$ cat src/rtl/mau_pkg.sv
`timescale 1ns / 1ps
// Shared types, codes and widths for the matrix arithmetic unit.
// No dependencies; every other file in rtl/ uses this package.
package mau_pkg;

   localparam int ELEM_W = 32;   // Q16.16 element
   localparam int IDX_W  = 3;    // row or column index
   localparam int ADDR_W = 2 * IDX_W;
   localparam int DIM_W  = 4;    // configured dimension
   localparam int PROD_W = 2 * ELEM_W;
   localparam int RND_W  = PROD_W - 16;
   // eight rounded terms of at most 2^46 each fit with margin
   localparam int ACC_W  = 52;

   localparam logic [DIM_W-1:0] MAX_DIM = 4'd8;

   localparam logic signed [ELEM_W-1:0] SCALE_RESET = 32'sd65536;

   // input item kinds
   localparam logic [1:0] KIND_LOAD_A = 2'd0;
   localparam logic [1:0] KIND_LOAD_B = 2'd1;
   localparam logic [1:0] KIND_START  = 2'd2;

   // operations
   localparam logic [1:0] OP_ADD   = 2'd0;
   localparam logic [1:0] OP_SUB   = 2'd1;
   localparam logic [1:0] OP_MUL   = 2'd2;
   localparam logic [1:0] OP_SCALE = 2'd3;

   // result status
   localparam logic [1:0] STAT_OK    = 2'd0;
   localparam logic [1:0] STAT_DIM   = 2'd1;
   localparam logic [1:0] STAT_EMPTY = 2'd2;
   localparam logic [1:0] STAT_SAT   = 2'd3;

   // register indexes
   localparam int CSR_IDX_W = 3;
   localparam logic [CSR_IDX_W-1:0] REG_OP_MODE = 3'd0;
   localparam logic [CSR_IDX_W-1:0] REG_A_ROWS  = 3'd1;
   localparam logic [CSR_IDX_W-1:0] REG_A_COLS  = 3'd2;
   localparam logic [CSR_IDX_W-1:0] REG_B_ROWS  = 3'd3;
   localparam logic [CSR_IDX_W-1:0] REG_B_COLS  = 3'd4;
   localparam logic [CSR_IDX_W-1:0] REG_SCALE   = 3'd5;

   // one term travelling down the arithmetic pipeline
   typedef struct packed {
      logic       vld;
      logic       first;
      logic       last;
      logic [1:0] op;
   } term_ctrl_type;

   // finished element held by the arithmetic unit
   typedef struct packed {
      logic              vld;
      logic              sat;
      logic [ELEM_W-1:0] value;
   } elem_res_type;

endpackage

$ cat src/rtl/mau_alu.sv
`timescale 1ns / 1ps
// Shared arithmetic pipeline: add/subtract or 32x32 multiply, Q16.16 rounding,
// accumulation and saturation of one result element. Depends on mau_pkg.
module mau_alu (
   input  logic                          clock,
   input  logic                          reset,
   input  mau_pkg::term_ctrl_type        term,
   input  logic signed [mau_pkg::ELEM_W-1:0] opa,
   input  logic signed [mau_pkg::ELEM_W-1:0] opb,
   input  logic signed [mau_pkg::ELEM_W-1:0] scale,
   input  logic                          take,
   output mau_pkg::elem_res_type         res
);
   import mau_pkg::*;

   term_ctrl_type             p1_ff, p2_ff;
   logic signed [PROD_W-1:0]  mul_ff, mul_in;
   logic signed [ELEM_W:0]    sum_ff, sum_in;
   logic signed [RND_W-1:0]   rnd_ff, rnd_in;
   logic signed [ACC_W-1:0]   acc_ff, acc_in;
   logic                      res_vld_ff, res_vld_in;
   logic signed [ELEM_W-1:0]  mul_x;
   logic signed [PROD_W-1:0]  rnd_full;
   logic                      over, under;

   // stage 1: one multiplier, one adder
   always_comb begin
      mul_x  = (term.op == OP_SCALE) ? scale : opb;
      mul_in = 64'(opa) * 64'(mul_x);
      if (term.op == OP_SUB) begin
         sum_in = 33'(opa) - 33'(opb);
      end else begin
         sum_in = 33'(opa) + 33'(opb);
      end
   end

   // stage 2: round products half up to Q16.16, pass sums through
   always_comb begin
      rnd_full = mul_ff + 64'sd32768;
      if (p1_ff.op == OP_MUL || p1_ff.op == OP_SCALE) begin
         rnd_in = $signed(rnd_full[PROD_W-1:16]);
      end else begin
         rnd_in = 48'(sum_ff);
      end
   end

   // stage 3: accumulate, restart on the first term of an element
   always_comb begin
      acc_in     = acc_ff;
      res_vld_in = res_vld_ff;
      if (take) begin
         res_vld_in = 1'b0;
      end
      if (p2_ff.vld) begin
         acc_in = (p2_ff.first ? 52'sd0 : acc_ff) + 52'(rnd_ff);
         if (p2_ff.last) begin
            res_vld_in = 1'b1;
         end
      end
   end

   always_ff @(posedge clock) begin
      if (reset) begin
         p1_ff      <= '0;
         p2_ff      <= '0;
         acc_ff     <= '0;
         res_vld_ff <= 1'b0;
      end else begin
         p1_ff      <= term;
         p2_ff      <= p1_ff;
         acc_ff     <= acc_in;
         res_vld_ff <= res_vld_in;
      end
   end

   always_ff @(posedge clock) begin
      mul_ff <= mul_in;
      sum_ff <= sum_in;
      rnd_ff <= rnd_in;
   end

   // clamp when the bits above the sign of a 32-bit value disagree
   always_comb begin
      over      = !acc_ff[ACC_W-1] && (acc_ff[ACC_W-2:ELEM_W-1] != '0);
      under     = acc_ff[ACC_W-1] && (acc_ff[ACC_W-2:ELEM_W-1] != '1);
      res.vld   = res_vld_ff;
      res.sat   = over || under;
      if (over) begin
         res.value = 32'h7fff_ffff;
      end else if (under) begin
         res.value = 32'h8000_0000;
      end else begin
         res.value = acc_ff[ELEM_W-1:0];
      end
   end

endmodule

$ cat config.mk
export PLATFORM = sky130hd
export DESIGN_NAME = mau_alu
export DESIGN_NICKNAME = d
export VERILOG_FILES = /design/src/rtl/mau_pkg.sv /design/src/rtl/mau_alu.sv
export SDC_FILE = /design/constraint.sdc
export NUM_CORES = 2
export LEC_CHECK = 0
export BUFFER_PORTS_ARGS = -buffer_cell sky130_fd_sc_hd__buf_2
export CORE_UTILIZATION = 51
export CTS_CLUSTER_SIZE = 28
export DETAILED_ROUTE_END_ITERATION = 8
export PLACE_DENSITY = 0.67
export SLEW_MARGIN = 15
export SYNTH_ARGS = -nofsm -noshare
export SYNTH_HDL_FRONTEND = slang
export SYNTH_SLANG_ARGS = --single-unit
export TNS_END_PERCENT = 10
$ cat constraint.sdc
create_clock -name clock -period 16.5 [get_ports clock]
set_clock_uncertainty 0.05 [all_clocks]
set_input_delay 1.65 -clock clock [delete_from_list [all_inputs] [get_ports clock]]
set_output_delay 1.65 -clock clock [all_outputs]
set_load 0.05 [all_outputs]
==> flow_summary.ini <==
[logic_synthesis]
mappedNetlistArea_sq_um = 48100
synthFlopType = dfxtp_1
syn_inst = 5336
synthArstFlopShare_pct = 0
synth_nets = 6788
ys_seq_area_share_pct = 7.91
synthesis.area_per_instance_sq_um = 9.01
number_of_enable_type_register_cells_in_the_synthesized_netlist = 0
yosys-top-cells-area = fa_1 (45%), inv_1 (8.0%), dfxtp_1 (7.9%)
yosys.area.top_type = fa_1
ys_ff_latch = 190
synth_warnings = 0
synth_top_area_share_pct = 45.1
post_synth_num_cell_types = 89

[status]
run_status = complete, no violations

[floorplanning]
dieHeight_um = 309
floorplan.core_area_sq_um = 93300
io-pin-count = 138
die_area_sq_um = 95500
die_w_um = 309
placement_rows = 112
start_util_pct = 51.5

[hold_path]
holdCritPathClass = reg -> reg
whs_path_depth = 2

[cts]
postCtsSetupRepairBufs = 0
cts-root-to-sink-buffers = 2
ctsRootBufferMaster = clkbuf_16
cts_h_tree_depth = 4
cts_sinks = 190
cts.hold.buffers_added = 0
clkSlewWorstSetupHoldPaths_ns = 0.08
cts_resized = 0
tritoncts = yes
numCtsBuffers = 17
skew_pair_late_insertion_delay_ns = 0.46

[setup_path]
reg2reg_depth = 15
setup_cp_type = in -> reg
worstPathMaxFanout = 35
worstSetupEndpointType = flop
worst-endpoint-arrival_ns = 11.09
data_required_critical_path_ns = 16.85
timing.critical_path.from_type = primary input

[routing]
drc = 0
avgViaCountPerCell = 5.56
number_of_violations_reported_at_the_end_of_detailed_routing_iteration_0 = 3159
routed-via-count = 36392
detail_route.wl_per_cell_um = 21.7
drt.antenna.violating_nets = 0
drt-pass1-iter-count = 6
finalWirelength_mm = 142

[global_route]
globalRouteOverflowTotal = 0
pin_count_of_the_biggest_net_entering_global_routing = 61
initial_antenna_violation_count = 7
wire_length_of_the_first_global_routing_pass_mm = 223
first_global_vias = 38188
grt.total_usage_pct = 30.9

[layout]
nNetsFinal = 6731
layout.filler_cells = 8559
layout.cells.most_common = fa_1
mostFrequentLayoutCells = fa_1 (1083), inv_1 (1024), nand2_1 (577)
layout_cell_share_with_drive_strength_beyond_1_pct = 5.91
areaGrowthSynthToFinish_pct = 5.00
fin_cells = 6550

[timing]
setup_repair_after_global_routing_missed_its_margin = no
final-max-slew-violation-count = 0
post-route-min-period_ns = 10.75
timing.final.hold_violations = 0
relSlewSlack_pct = 25.6
timing_limited_maximum_frequency_mhz = 93.0
fin_setup_tns_ns = 0
timing_worst_slew_pin_value_ns = 1.12
setup_viol = 0
layout_worst_path_cycle_share_pct = 65.1

[placed_design]
finalWeightedCongestion = 0.945
post-place-cells = 6514
dp_hpwl_mm = 107
portBuffers = 137

[flow_run]
number_of_maximum_capacitance_constraint_violations = 0
[synthesized netlist by cell type (65+ instances only)]
| library cell | number |
|---|---|
| dfxtp_1 | 190 |
| a21o_1 | 89 |
| clkbuf_1 | 262 |
| nand2_1 | 578 |
| o21ai_0 | 72 |
| inv_1 | 1024 |
| ha_1 | 265 |
| fa_1 | 1083 |
| nor2_1 | 268 |
| nand3_1 | 65 |
| nor2b_1 | 307 |
| and2_1 | 282 |
| xor2_1 | 85 |
| a21oi_1 | 196 |
| xnor2_1 | 118 |
[state kept, by name, summed over array words and instances, names as in the netlist]
register	cells
res_vld_ff	1
acc_ff	52
p1_ff	4
p2_ff	3
mul_ff	49
rnd_ff	48
sum_ff	33
[metal layers]
layer | track usage, % | vias to the layer above | wire length, um
met4 | 10.4 | 4 | 5230
met1 | 43.2 | 18453 | 59700
met2 | 48.1 | 1671 | 62700
met3 | 6.34 | 274 | 14200
met5 | 0 | - | 28
li1 | - | 15990 | -
[worst max-delay path, stage by stage]
cell	delay [ns]
buf_2	0.16
nand2_2	0.08
buf_4	0.60
mux2_2	0.72
nand2_1	0.24
fa_1	0.66
fa_1	0.51
fa_1	0.68
inv_1	0.11
fa_1	0.99
inv_1	0.37
fa_1	0.58
inv_1	0.06
fa_1	0.55
fa_1	0.43
fa_1	0.46
ha_1	0.37
nand2_1	0.07
o21ai_0	0.60
a21o_1	0.21
a21o_1	0.10
a21oi_1	0.06
o21bai_1	0.29
o21ai_1	0.16
a21boi_1	0.17
xor2_1	0.16
[cells by family after synthesis]
logic type | share of synthesized area [%]
compound gates | 7.17
xor+xnor | 3.70
fa+ha+maj | 52.0
buf+inv | 10.2
flops | 7.91
mux | 1.42
simple gates | 17.6
[through the flow]
step                hold slack (ns)  setup WS (ns)  utilization, %  instance area (sq um)
floorplan                     0.364           6.42               -                  48100
global route                  0.412           5.28            54.1                  50500
global placement              0.382           5.36            53.4                  49800
detailed placement            0.376           5.26            53.4                  49800
CTS                           0.399           5.75            54.1                  50500
finish                        0.397           5.75            54.1                  50500
[path summary, 6_finish.rpt]
| check | from | end | slack [ns] |
|---|---|---|---|
| hold / removal | sum_ff[30] | rnd_ff[30] | 0.40 |
| setup reg to reg | p2_ff[3] | acc_ff[51] | 12.12 |
| hold reg to reg | sum_ff[30] | rnd_ff[30] | 0.40 |
| setup / recovery | term[1] | mul_ff[62] | 5.75 |
[final cells by class]
type                       instances  area (sq um)  share of cell area, %
multi-input combinational       3847         39500                   78.2
inverter                        1025          3850                   7.62
sequential                       190          3810                   7.54
tap                             1254          1570                   3.11
timing repair buffer             198          1140                   2.27
clock buffer                      18           439                  0.870
clock inverter                    14           183                  0.362
antenna                            4          10.0                 0.0198
Power is not shown: default switching activity piles up to over one toggle a cycle in this logic, so the estimate is an artifact.
